[src/rtl/tsp_pkg.sv]
package tsp_pkg;

	localparam int VALUE_BITS  = 32;
	localparam int TARGET_BITS = 33;
	localparam int POS_BITS    = 11;
	localparam int APB_DW      = 64;
	localparam int APB_AW      = 1;

	localparam logic [APB_AW-1:0] REG_TARGET = 1'b0;

	typedef struct packed {
		logic [VALUE_BITS-1:0] value;
		logic                  last_item;
	} item_t;

	typedef struct packed {
		logic                found;
		logic [POS_BITS-1:0] first_position;
		logic [POS_BITS-1:0] second_position;
	} result_t;

	// per-request control passed from front to back
	typedef struct packed {
		logic last;
		logic keep;
	} ctl_t;

	typedef enum logic [2:0] {
		ST_LOAD,
		ST_RDI,
		ST_GETI,
		ST_RDJ,
		ST_CMP,
		ST_DONE
	} state_t;

endpackage

[src/rtl/tsp_front.sv]
module tsp_front #(
	parameter int MAX_ITEMS = 1024
) (
	input  logic                            clk,
	input  logic                            arst_n,
	input  logic                            push,
	input  logic                            q_full,
	input  tsp_pkg::item_t                  item,
	output logic                            q_push,
	output tsp_pkg::ctl_t                   q_ctl,
	output logic [tsp_pkg::VALUE_BITS-1:0]  q_value,
	output logic [$clog2(MAX_ITEMS)-1:0]    q_pos,
	output logic [$clog2(MAX_ITEMS+1)-1:0]  q_count
);
	localparam int CW = $clog2(MAX_ITEMS+1);
	localparam int AW = $clog2(MAX_ITEMS);

	logic [CW-1:0] cnt_q;
	logic          keep;

	assign keep    = cnt_q < CW'(MAX_ITEMS);
	assign q_push  = push && !q_full;
	assign q_value = item.value;
	assign q_pos   = cnt_q[AW-1:0];
	assign q_count = keep ? cnt_q + CW'(1) : cnt_q;
	assign q_ctl   = '{last: item.last_item, keep: keep};

	always_ff @(posedge clk or negedge arst_n) begin
		if (!arst_n) begin
			cnt_q <= '0;
		end else if (q_push) begin
			if (item.last_item) begin
				cnt_q <= '0;
			end else if (keep) begin
				cnt_q <= cnt_q + CW'(1);
			end
		end
	end

endmodule

[config.mk]
export PLATFORM = sky130hd
export DESIGN_NAME = tsp_front
export DESIGN_NICKNAME = d
export VERILOG_FILES = /design/src/rtl/tsp_pkg.sv /design/src/rtl/tsp_front.sv
export SDC_FILE = /design/constraint.sdc
export NUM_CORES = 1
export LEC_CHECK = 0
export BUFFER_PORTS_ARGS = -buffer_cell sky130_fd_sc_hd__buf_2
export CAP_MARGIN = 20
export CORE_ASPECT_RATIO = 0.9
export CORE_UTILIZATION = 35
export DETAILED_ROUTE_END_ITERATION = 8
export PLACE_DENSITY = 0.83
export SYNTH_ARGS = -nofsm -noshare
export SYNTH_HDL_FRONTEND = slang
export SYNTH_SLANG_ARGS = --single-unit
[constraint.sdc]
create_clock -name clk -period 2.1 [get_ports clk]
set_clock_uncertainty 0.1 [all_clocks]
set_input_delay 0.21 -clock clk [delete_from_list [all_inputs] [get_ports clk]]
set_output_delay 0.21 -clock clk [all_outputs]
set_load 0.02 [all_outputs]
## Word level (Yosys, flattened, before mapping)

Index checks and enable logic that the tools add are counted.

- Register bits after elaboration: 11
- Output and inout port bits: 56
- Logic and storage cells: 7

- $add $sub $neg: 1
- Magnitude comparators: 1
- Mux-type cells: 2
- Reductions and logical operators: 2

Operators by type and width:

| operator | number |
|---|---|
| 2-to-1 mux 11 bit | 2 |
| adder 11 x 1 -> 11 bit, second input constant | 1 |
| less-than comparator 11 bit, second input constant | 1 |
| logical AND 1 bit | 1 |
| logical NOT 1 bit | 1 |

## Logic depth before layout (Yosys ltp)

- Depth after elaboration: 3
- Gate-level depth with buffers: 4
- Depth with buffers taken out: 4

## Least setup slack after synthesis

OpenSTA, ideal clock, no wires.

- Kind: register -> output
- From: register cnt_q[0]
- To: output q_count[8]
- Arrival: 1397 ps
- Path slack: 393 ps
- Cell stages (with the launch flop): 5
- Path buffers: 0
- Path through: dfrtp_1 ha_1 nand2b_1 nor3_1 xor2_1

- Cells in the longest elaborated chain, start to end: 2
- Elaborated cells between the ends (all ways): 3
- Those cells by class: add/sub (1); order compare (1); mux (1)

Ends and longest elaborated chain:

| element | line | RTL |
|---|---|---|
| start: declaration | tsp_front.sv:18 | `logic [CW-1:0] cnt_q;` |
| start signal: assignment | tsp_front.sv:35 | `cnt_q <= cnt_q + CW'(1);` |
| adder 11 x 1 -> 11 bit or less-than comparator 11 bit (tied branches) | tsp_front.sv:25, tsp_front.sv:21 |  |
| 2-to-1 mux 11 bit * | - |  |
| end: declaration | tsp_front.sv:13 | `output logic [$clog2(MAX_ITEMS+1)-1:0] q_count` |

Mark *: on every way between the ends. The rest lies on a longest branch, timed or not.

## Worst setup path in the final report

Ends and elaborated chain as after synthesis.

==> results.ini <==
[placement]
dp.cells=150
globalplace.congestion=0.844
place_area_um2=962
io_buffer_count=28
dp_hpwl_um=1670

[synth]
syn-cell-area_um2=1100
syn-instance-count=128
synth-seq-area-share=0.249
async_flop_share=1.00
synth_edf_count=0
synthesis.nets=166
avgSynthCellArea_um2=8.62
ys_types=39
synth-seq-cells=11
synthTopCellsByArea=buf_4 (31%), dfrtp_1 (25%), xnor2_1 (5.6%), nand2_1 (2.7%), inv_1 (2.4%)
synthFlopType=dfrtp_1
synth_top_area_cell=buf_4
synthTopCellsByCount=buf_4 (45), dfrtp_1 (11), nand2_1 (8), inv_1 (7), xnor2_1 (7)
synth_top_area_frac=0.306
yosysMostFrequentCell=buf_4
synth_warnings=0

[clock_network]
cts_root_buf=clkbuf_4
clkTransAtPathRegs_ps=80
insertion_delay_ps=280
cts.path.max_buffers=2
cts_tree=done
numClockSinks=11
cts_max_level=1
cts_made_buffers=3

[sta]
hold_ws_ps=182
fmax_mhz=509
final_max_slew_viol_count=0
relSlewSlack=0.793
tightestPinTransition_ps=310
hold_viol=0
setup_violations=0
fin_crit_sh=0.936
fin_crit_ps=1970

[worst_setup_path]
cp.required_ps=1790
crit_type=reg2out
cp-startpoint=cnt_q[0]
path_cells=ha_2 > nand2b_1 > nor3_2 > xor2_1 > buf_4
crit_path_end_kind=primary output
max_stage_delay_ps=430
startpoint_type=register
crit_slowest_cell=dfrtp_2
worstPathMaxFanout=5
worstPathArrival_ps=1660
r2r_start=cnt_q[10]

[route]
vias=814
drt_iter0_markers=40
routed_wl_um=2260
drc_errors=0
first_pass_iters=4
avgViaCountPerCell=5.22
final_antenna_net_count=0
wire_per_inst_um=14.5

[pwr]
p_per_area_nw_per_um2=651
leakagePower_nw=0.507
vdd_ir_drop_max_mv=0.209

[final_layout]
num-fill-cells=314
design_area_um2=1020
syn_to_final_growth_pct=-7.26
reg.largest.list=cnt_q (11)
layout-drive-gt1-share=0.379
largest_register_ffs=11
regMostFlops=cnt_q
diodes=0
finalNetCount=155
fin_cells=156

[grt]
antenna_found_initial=0
grt_usage=0.144
grt_overflow=0
grt_pass1_vias=719
grt_first_pass_wirelength_um=3520
grt_max_degree=12

[die]
rows=18
core_area_um2=2860
die_w_um=61.2
num_io_pins=93
die_h_um=55.3
dieArea_um2=3380
start_util=0.386

[outcome]
status=complete, no violations

[run]
drv_cap=0

[min_path]
worstHoldStart=item[0]
min_path_type=in2reg

cell usage in the layout (no fill, tap or decap), types with 2 or more instances in the layout:
cell	count
nand2b_1	2
a21oi_1	2
a22o_1	3
dfrtp_2	2
clkbuf_4	3
nand3_1	2
or4b_1	2
dfrtp_1	9
xor2_1	2
xnor2_1	7
inv_1	7
o311ai_1	2
nor3_2	2
buf_4	5
nand2_1	8
o22ai_1	2
nor4_1	2
nand4_1	3
buf_2	27
worst paths after layout:
check | to | slack (ps) | depth (start not counted)
max in group asynchronous | cnt_q[0] | 1430 | 2
min reg2reg | cnt_q[1] | 510 | 1
max reg2reg | cnt_q[9] | 340 | 3
min | cnt_q[7] | 180 | 2
max | q_count[8] | 130 | 5
min in group asynchronous | cnt_q[5] | 240 | 2
kinds of logic after synthesis:
| kind of cell | share of synthesized area |
|---|---|
| adders and majority gates | 0.0113 |
| AOI/OAI and AO/OA | 0.111 |
| buffers and inverters | 0.345 |
| DFF | 0.249 |
| muxes | 0.0102 |
| xor gates and xnor gates | 0.0714 |
| and+or+nand+nor | 0.202 |
final cells by class:
class,instances,area (µm²),share of cell area
Multi-Input combinational cell,61,460,0.450
Sequential cell,11,278,0.271
Timing Repair Buffer,33,183,0.178
Tap cell,40,50.0,0.0489
Clock buffer,4,26.3,0.0257
Inverter,7,26.3,0.0257
power by group:
part           internal (mW)  total [mW]  leakage [nW]  switching, mW
sequential             0.235       0.274         0.140         0.0388
clock                 0.0738       0.158        0.0150         0.0846
combinational         0.0922       0.234         0.353          0.142
per-stage QoR:
step                       util  setup slack (ps)  total power [mW]  setup TNS (ps)
after global placement    0.336               374             0.504               0
after floorplan               -               393             0.543               0
final                     0.358               134             0.666               0
after detailed placement  0.336               323             0.506               0
after global routing      0.358             -13.3             0.712           -13.3
after CTS                 0.349              5.50             0.665               0
worst max-delay path, delay by kind of cell, from the launching register on:
kind                     cells  cell delay [ps]
XOR/XNOR                     1              170
adder cells (fa/ha/maj)      1              220
flip-flops                   1              430
AND/OR/NAND/NOR              2              380
buffers and inverters        1              160
routing by layer:
layer / global-route usage / vias to the layer above / routed length [µm]
li1: - / 372 / -
met1: 0.187 / 363 / 917
met2: 0.177 / 55 / 918
met3: 0.0632 / 24 / 277
met4: 0.117 / 0 / 142
met5: 0 / - / 0
timing repair:
item / 4_1_cts / 5_1_grt
setup endpoints to repair: 0 / 3
gates resized for setup: 0 / 6
hold buffers: 1 / 0
buffers inserted: 0 / 1
endpoints found under the hold margin: 11 / 0
Note: power is estimated with default switching activity, not from simulation.
