### config.mk
export PLATFORM = sky130hd
export DESIGN_NAME = tsp_fifo
export DESIGN_NICKNAME = d
export VERILOG_FILES = /design/src/rtl/tsp_fifo.sv
export SDC_FILE = /design/constraint.sdc
export NUM_CORES = 1
export LEC_CHECK = 0
export ABC_AREA = 1
export BUFFER_PORTS_ARGS = -buffer_cell sky130_fd_sc_hd__buf_2
export CAP_MARGIN = 25
export CORE_ASPECT_RATIO = 0.6
export CORE_MARGIN = 5
export CORE_UTILIZATION = 40
export CTS_BUF_LIST = sky130_fd_sc_hd__clkbuf_4
export CTS_CLUSTER_DIAMETER = 100
export DETAILED_ROUTE_END_ITERATION = 8
export PLACE_DENSITY = 0.55
export SYNTH_ARGS = -nofsm -noshare
export SYNTH_HDL_FRONTEND = slang
export SYNTH_SLANG_ARGS = --single-unit
### constraint.sdc
create_clock -name clk -period 1.9 [get_ports clk]
set_input_delay 0.19 -clock clk [delete_from_list [all_inputs] [get_ports clk]]
set_output_delay 0.19 -clock clk [all_outputs]
set_load 0.1 [all_outputs]
### src/rtl/tsp_fifo.sv
module tsp_fifo #(
	parameter int W = 8
) (
	input  logic         clk,
	input  logic         arst_n,
	input  logic         wr,
	input  logic [W-1:0] wdata,
	output logic         full,
	input  logic         rd,
	output logic [W-1:0] rdata,
	output logic         empty
);
	localparam int DEPTH = 4;
	localparam int PW    = $clog2(DEPTH);

	logic [W-1:0]  mem_q [DEPTH];
	logic [PW-1:0] wp_q, rp_q;
	logic [PW:0]   cnt_q;
	logic          do_wr, do_rd;

	assign full  = cnt_q == (PW+1)'(DEPTH);
	assign empty = cnt_q == '0;
	assign do_wr = wr && !full;
	assign do_rd = rd && !empty;
	assign rdata = mem_q[rp_q];

	always_ff @(posedge clk) begin
		if (do_wr) begin
			mem_q[wp_q] <= wdata;
		end
	end

	always_ff @(posedge clk or negedge arst_n) begin
		if (!arst_n) begin
			wp_q  <= '0;
			rp_q  <= '0;
			cnt_q <= '0;
		end else begin
			if (do_wr) begin
				wp_q <= wp_q + PW'(1);
			end
			if (do_rd) begin
				rp_q <= rp_q + PW'(1);
			end
			case ({do_wr, do_rd})
				2'b10:   cnt_q <= cnt_q + (PW+1)'(1);
				2'b01:   cnt_q <= cnt_q - (PW+1)'(1);
				default: cnt_q <= cnt_q;
			endcase
		end
	end

endmodule

== Yosys cells after proc, flatten, opt, wreduce, memory -nomap -nowiden ==
Memory sizes are Yosys's and may differ from the RTL's.
Index checks and enable logic that the tools add are counted.
Storage, ports and cells
  latch bits: 0
  memories: 1
  logic and storage cells: 20
  output and inout bits: 10
  flip-flop bits (word level): 7
  RAM bits: 32
  input bits: 12
  ROM bits: 0
Memory list
  mem_q: words 4, width 8, rd ports 1, clocked after Yosys merged registers in 0, wr ports 1, RTL line 16  | logic [W-1:0] mem_q [DEPTH];
Cells by class
  shift-type cells: 0
  $mul: 0
  order comparisons: 0
  eq/ne operators: 3
  mux-type cells: 3
  add/subtract/negate cells: 4
  divide/modulo/power cells: 0
  reduce and logical (&&, ||, !) cells: 6
  bitwise logic cells: 0
Operators with widths (number)
  3-bit case mux with 2 select lines: 1
  2-bit by 1-bit adder with 2-bit output (second input constant): 2
  3-bit by 1-bit adder with 3-bit output (second input constant): 1
  3-bit == test (second input constant): 1
  3-bit zero test: 1
  3-bit by 1-bit subtractor with 3-bit output (second input constant): 1
  2-bit by 1-bit == test with 1-bit output (second input constant): 1
  2-bit == test (second input constant): 1
  1-bit logical AND: 2
  1-bit zero test: 2
  1-bit two-way mux: 2
  2-bit nonzero test: 1

== Depth between registers and ports, before layout ==
Gate-level depths: netlist of the first run.
  word-level depth: 5
  mapped depth: 12
  depth with buffers taken out: 12

== Worst setup path after synthesis of the first run ==
No wires, ideal clock.
  path type: reg2reg
  start: register cnt_q[0]
  end: register cnt_q[2]
  stages on the path, launching flop included: 11
  buffers on the path: 0
  library setup time: 0.117 ns
  slack: 0.236 ns
  clock period less this slack: 1.664 ns
  data arrival time: 1.547 ns
  cells stage by stage: dfrtp_1 > inv_1 > nand3_2 > nand2_4 > ha_1 > inv_1 > fa_1 > nand2_1 > nand3_1 > nand2_1 > nand2_1
On the way
  longest elaborated chain between the ends: 5
RTL lines
  start, declared: RTL line 18  | logic [PW:0] cnt_q;
  start signal, assigned: RTL line 46  | 2'b10: cnt_q <= cnt_q + (PW+1)'(1);
  start signal, assigned: RTL line 47  | 2'b01: cnt_q <= cnt_q - (PW+1)'(1);
  start signal, assigned: RTL line 48  | default: cnt_q <= cnt_q;
  3-bit == test or 3-bit zero test (tied branches): RTL line 21, 22
  1-bit zero test (on tied branches): RTL line 23, 24
  1-bit logical AND (on tied branches): RTL line 23, 24
  2-bit by 1-bit == test with 1-bit output or 2-bit == test (tied branches): RTL line 45  | case ({do_wr, do_rd})
  3-bit case mux with 2 select lines or 2-bit nonzero test (tied branches)
Parallel ways exist; a longest one is shown, timed or not.
A chain may end at the register's enable or synchronous reset.

== Worst setup path after layout of the first run ==
  start: register cnt_q[2]
  end: memory mem_q[3][3], enable pin
On the way
  longest elaborated chain between the ends: 5
RTL lines
  3-bit == test: RTL line 21  | assign full = cnt_q == (PW+1)'(DEPTH);
  1-bit zero test: RTL line 23  | assign do_wr = wr && !full;
  1-bit logical AND: RTL line 23
  1-bit two-way mux: RTL line 28  | if (do_wr) begin
  1-bit two-way mux (not written as such): RTL line 29  | mem_q[wp_q] <= wdata;
  end, declared: RTL line 16
No other way between the ends.

==> results of run 1 <==
-- logic make-up after synthesis --
kind of cell | count (synthesis)
compound gates | 17
xor+xnor | 1
fa+ha+maj | 6
buf+inv | 38
flops | 39
simple gates | 53
-- per-layer routing --
metal  share of wire (%)  vias to the layer above
met4                0.41                        0
met5                   0                        -
li1                    -                      564
met2                  46                       18
met3                 6.8                        2
met1                  46                      483
-- worst max-delay path, delay by kind of cell (launching register included) --
family,cells,cell delay (ps)
and+or+nand+nor,3,790
DFF,1,420
buffers and inverters,1,150
-- cell usage after synthesis, drive strengths merged --
library cell   n  area (sq um)
ha             5          62.6
edfxtp        32           961
nand3          7          45.0
xnor2          1          8.76
nand4          1          6.26
dfrtp          7           175
o211ai        16           120
fa             1          20.0
buf            3          30.0
nand2         41           161
clkbuf         1          13.8
o21ai          1          5.00
nor2           4          15.0
inv           34           128
-- final cells by class --
cell class	count	area share (%)
multi-input combinational	77	20.9
clock inverter	3	3.12
sequential	39	52.5
clock buffer	5	1.73
timing repair buffer	26	12.3
tap	60	3.47
inverter	34	6.01
-- worst paths after layout --
| kind | start | to | cells past startpoint |
|---|---|---|---|
| setup / recovery | cnt_q[2]$_DFFE_PN0P_ | mem_q[3][3]$_DFFE_PP_ | 4 |
| hold / removal | wdata[5] | mem_q[2][5]$_DFFE_PP_ | 1 |
| setup reg to reg | cnt_q[2]$_DFFE_PN0P_ | mem_q[3][3]$_DFFE_PP_ | 4 |
| hold reg to reg | cnt_q[0]$_DFFE_PN0P_ | cnt_q[0]$_DFFE_PN0P_ | 1 |
| max in group asynchronous | arst_n | rp_q[1]$_DFFE_PN0P_ | 2 |
| min in group asynchronous | arst_n | cnt_q[0]$_DFFE_PN0P_ | 2 |
-- through the flow --
step	util, %	setup TNS, ps	cell area [sq um]
5_1_grt	52.0	-1.68	2160
6_report	52.0	0	2160
2_1_floorplan	-	0	1750
3_5_place_dp	48.7	0	2030
4_1_cts	51.5	0	2150
3_3_place_gp	48.7	0	2030
-- sequential cells by signal, summed over array words and instances, names as in the netlist --
name and count:
cnt_q 3, mem_q 32, rp_q 2, wp_q 2
-- timing repair --
| action | in CTS | in global routing |
|---|---|---|
| hold buffers | 1 | 0 |
| setup endpoints to repair | 0 | 10 |
| buffers inserted | 0 | 1 |
| gates resized for setup | 0 | 6 |
| endpoints found under the hold margin | 7 | 0 |
==> run summary, run 1 <==
met3 Use GR: 4.64%
CTS Root Cell: clkbuf_4
commonest non-fill, non-tap cells in the layout: nand2_1 (40), edfxtp_1 (32), inv_1 (30), o211ai_1 (16), buf_2 (13)
commonest non-fill, non-tap cell in the layout: nand2_1
GRT met1 Usage: 14.5%
CP arrival: 1700 ps
Post-Syn Instances: 154
drt pass-1 iters: 4
Slowest-stage cell, CP: nor2_1
HP Class: input port to flip-flop
GP Congestion: 0.687
worst setup margin: 163 ps
Multi-input gate area: 452 sq um
input/output buffers: 21
clock transition at the registers of the reported paths: 120 ps
crit end category: flip-flop
Worst Clk Skew: 9.77 ps
Crit path largest cell delay: 610 ps
die width: 95.4 microns
Yosys cell types: 18
filler instances: 368
register area share after synthesis: 64.9%
xor/xnor cell area share of the yosys netlist: 0.500%
total CTS buffers: 5
ratio of final minimum period to clock period: 91.4%
fmax: 576 MHz
number of global-route vias before repair: 1042
CTS tree: done
Die H: 61.3 microns
final wirelength: 2920 microns
Clk Latency, worst-skew pair: 330 ps
Cell Chain, Critical Path: buf_4, nand3_4, nand2_4, nor2_1
hpwl dp: 2110 microns
Cells after DPL: 234
yosys warns: 0
Synth Register Bits: 39
GR Util All Layers: 11.5%
main combinational cell family by area after synthesis: simple AND/OR/NAND/NOR gates
Max-Cap Viols: 0
Setup crit start kind: flip-flop
vias per cell: 4.37
multiplexer area fraction after synthesis: 0%
Layout area overhead: 23.6%
final hold viol count: 0
WP data required: 1870 ps
total gr overflow: 0
met2 Resource Use GR: 18.3%
Top Usage Layer GRT: met2
Post-Synth Simple-Gate Area: 13.0%
final setup vio count: 0
Ports: 22
worst-path fanout max: 8
Initial Util: 42.0%
fraction of layout cells with a size suffix above 1: 22.3%
status: finished clean
worst slew pin tran: 795 ps
net count after synthesis: 172
Finished Layout Cells: 244
via count: 1067
largest net degree at the start of global routing: 34
Worst Hold Margin: 54.6 ps
Iteration-0 DRC Markers: 24
H-tree lvl count: 2
Sink Count: 39
Post-DRT Antenna Nets: 0
Max Buffers Root-to-Sink: 2
Synth Area in Compound Gates: 7.14%
Setup CP Type: flip-flop to flip-flop
post-synthesis adder-cell area fraction: 4.71%
core area: 4170 sq um
Place WS: 94.7 ps
Remaining DRCs: 0
synthesized area per cell: 11.4 sq um
ANT cells: 0
fin crit period: 1740 ps
initial antenna violation count: 0
Max-slew headroom: 46.8%
first-pass GRT wire length: 4820 microns
Final Max Slew Viols: 0
num rows: 18
Avg WL per Cell: 12.0 microns
Reg2Reg Setup Slack: 160 ps
Reg area: 1140 sq um
Layout Nets: 201
Mapped Area: 1750 sq um
Die Area: 5850 sq um
Power of run 1 is left out: the tool's default activity adds up to more than one toggle a clock period on the data nets, which glitch-free logic cannot reach.
==> run 2, diff against run 1 <==
--- a/config.mk
+++ b/config.mk
@@ -8,13 +8,15 @@
 export ABC_AREA = 1
 export BUFFER_PORTS_ARGS = -buffer_cell sky130_fd_sc_hd__buf_2
 export CAP_MARGIN = 25
+export CELL_PAD_IN_SITES_DETAIL_PLACEMENT = 1
+export CELL_PAD_IN_SITES_GLOBAL_PLACEMENT = 1
 export CORE_ASPECT_RATIO = 0.6
 export CORE_MARGIN = 5
 export CORE_UTILIZATION = 40
 export CTS_BUF_LIST = sky130_fd_sc_hd__clkbuf_4
 export CTS_CLUSTER_DIAMETER = 100
 export DETAILED_ROUTE_END_ITERATION = 8
-export PLACE_DENSITY = 0.55
+export PLACE_DENSITY = 0.66
 export SYNTH_ARGS = -nofsm -noshare
 export SYNTH_HDL_FRONTEND = slang
 export SYNTH_SLANG_ARGS = --single-unit
==> run 2 against run 1 <==
Effect of this change: clock-buffer cell count is 3 higher; core utilization is 0.21 points lower; register-to-register slack worse by 60 ps; design area is 0.40% lower; highest routed layer unchanged; first-iteration DRC count is 79% higher; final cell count is 0.82% higher; global-route usage is 3.6 points higher; sequential cell count stayed put.
==> run summary, run 2 (same netlist as run 1, synthesis figures left out) <==
H-tree lvl count: 2 (unchanged)
CTS tree: done (unchanged)
CTS Root Cell: clkbuf_4 (unchanged)
num rows: 18 (unchanged)
input/output buffers: 21 (unchanged)
commonest non-fill, non-tap cell in the layout: nand2_1 (unchanged)
Remaining DRCs: 0 (unchanged)
total gr overflow: 0 (unchanged)
Max Buffers Root-to-Sink: 2 (unchanged)
commonest non-fill, non-tap cells in the layout: nand2_1 (39), edfxtp_1 (32), inv_1 (30), o211ai_1 (16), buf_2 (13) (was nand2_1 (40), edfxtp_1 (32), inv_1 (30), o211ai_1 (16), buf_2 (13))
Sink Count: 39 (unchanged)
GP Congestion: 0.714 (was 0.687)
Max-slew headroom: 68.0% (was 46.8%)
fmax: 557 MHz (was 576 MHz)
Worst Hold Margin: 39.6 ps (was 54.6 ps)
Final Max Slew Viols: 0 (unchanged)
worst-path fanout max: 7 (was 8)
crit end category: flip-flop (unchanged)
ANT cells: 0 (unchanged)
Die H: 61.3 microns (unchanged)
total CTS buffers: 5 (unchanged)
Die Area: 5850 sq um (unchanged)
via count: 1171 (was 1067)
end of the critical path: cnt_q[2]$_DFFE_PN0P_ (was mem_q[3][3]$_DFFE_PP_)
fin crit period: 1800 ps (was 1740 ps)
R2R depth: 10 (was 4)
clock transition at the registers of the reported paths: 100 ps (was 120 ps)
hpwl dp: 2650 microns (was 2110 microns)
Worst R2R End: cnt_q[2]$_DFFE_PN0P_ (was mem_q[3][3]$_DFFE_PP_)
status: finished clean (unchanged)
worst slew pin tran: 483 ps (was 795 ps)
Layout area overhead: 23.1% (was 23.6%)
Clk Latency, worst-skew pair: 360 ps (was 330 ps)
number of global-route vias before repair: 1266 (was 1042)
Most flops, register: mem_q (unchanged)
Post-DRT Antenna Nets: 0 (unchanged)
largest net degree at the start of global routing: 34 (unchanged)
die width: 95.4 microns (unchanged)
Setup CP Type: flip-flop to flip-flop (unchanged)
drt pass-1 iters: 4 (unchanged)
vias per cell: 4.76 (was 4.37)
max reg flops: 32 (unchanged)
final hold viol count: 0 (unchanged)
final wirelength: 3750 microns (was 2920 microns)
CP arrival: 2050 ps (was 1700 ps)
HP Class: input port to flip-flop (unchanged)
Layout Nets: 203 (was 201)
GR Util All Layers: 15.1% (was 11.5%)
WP data required: 2160 ps (was 1870 ps)
Avg WL per Cell: 15.3 microns (was 12.0 microns)
first-pass GRT wire length: 6100 microns (was 4820 microns)
Max-Cap Viols: 0 (unchanged)
core area: 4170 sq um (unchanged)
worst setup path start: cnt_q[0]$_DFFE_PN0P_ (was cnt_q[2]$_DFFE_PN0P_)
Iteration-0 DRC Markers: 43 (was 24)
Reg-to-Reg Start: cnt_q[0]$_DFFE_PN0P_ (was cnt_q[2]$_DFFE_PN0P_)
top flop regs: mem_q (32), cnt_q (3) (unchanged)
Worst Clk Skew: 11.5 ps (was 9.77 ps)
Initial Util: 42.0% (unchanged)
initial antenna violation count: 0 (unchanged)
fraction of layout cells with a size suffix above 1: 25.3% (was 22.3%)
Ports: 22 (unchanged)
Reg2Reg Setup Slack: 100 ps (was 160 ps)
ratio of final minimum period to clock period: 94.5% (was 91.4%)
final setup vio count: 0 (unchanged)
Setup crit start kind: flip-flop (unchanged)
## run 2: how the worst min path moves through the flow
stage / from / to / slack (ps) / cells after the start
6_report: wdata[0] / mem_q[0][0]$_DFFE_PP_ / 40 / 1
5_1_grt: wdata[3] / mem_q[2][3]$_DFFE_PP_ / 20 / 1
4_1_cts: wdata[4] / mem_q[0][4]$_DFFE_PP_ / 30 / 1
3_5_place_dp: arst_n / wp_q[0]$_DFFE_PN0P_ / 40 / 1
3_3_place_gp: arst_n / wp_q[0]$_DFFE_PN0P_ / 30 / 1
2_1_floorplan: arst_n / cnt_q[0]$_DFFE_PN0P_ / -110 / 0
## run 2: layer usage
metal,up-vias,part of all wire (%),global-route usage (%)
met3,10,4.5,4.76
met1,566,44,17.6
met4,0,2.5,8.70
li1,570,-,-
met2,25,49,25.3
met5,-,0,0
## run 2: stage by stage
stage          instances  TNS (ps)  area, sq um  utilization, %  setup slack (ps)
5_1_grt              246     -14.1         2160            51.7             -14.1
4_1_cts              244         0         2120            50.8              27.3
6_report             246         0         2160            51.7               105
3_3_place_gp         235         0         2040            48.9               147
2_1_floorplan        154         0         1750               -               236
3_5_place_dp         235     -15.3         2040            48.9             -15.3
## run 2: worst max-delay path, stage by stage, from the launching register on
cell     delay [ps]
dfrtp_1         420
inv_2           130
nand3_4         130
nand2_4         120
ha_2            190
inv_1            70
fa_2            350
nand2_1         110
nand3_1          80
nand2_1          60
nand2_1          40
## run 2: final cells by class
| class | instances | area (sq um) |
|---|---|---|
| well taps | 60 | 75.1 |
| clock buffers | 8 | 60.1 |
| repair buffers | 28 | 280 |
| multi-input cells | 77 | 467 |
| flip-flops and latches | 39 | 1140 |
| inverters | 34 | 135 |
| fillers | 450 | 2010 |
## run 2: timing repair
action	4_1_cts	5_1_grt
buffers inserted	0	2
cloned	0	0
hold buffers	1	0
setup endpoints to repair	3	10
endpoints found under the hold margin	7	0
gates resized for setup	3	9
Power of run 2 is left out for the same reason.
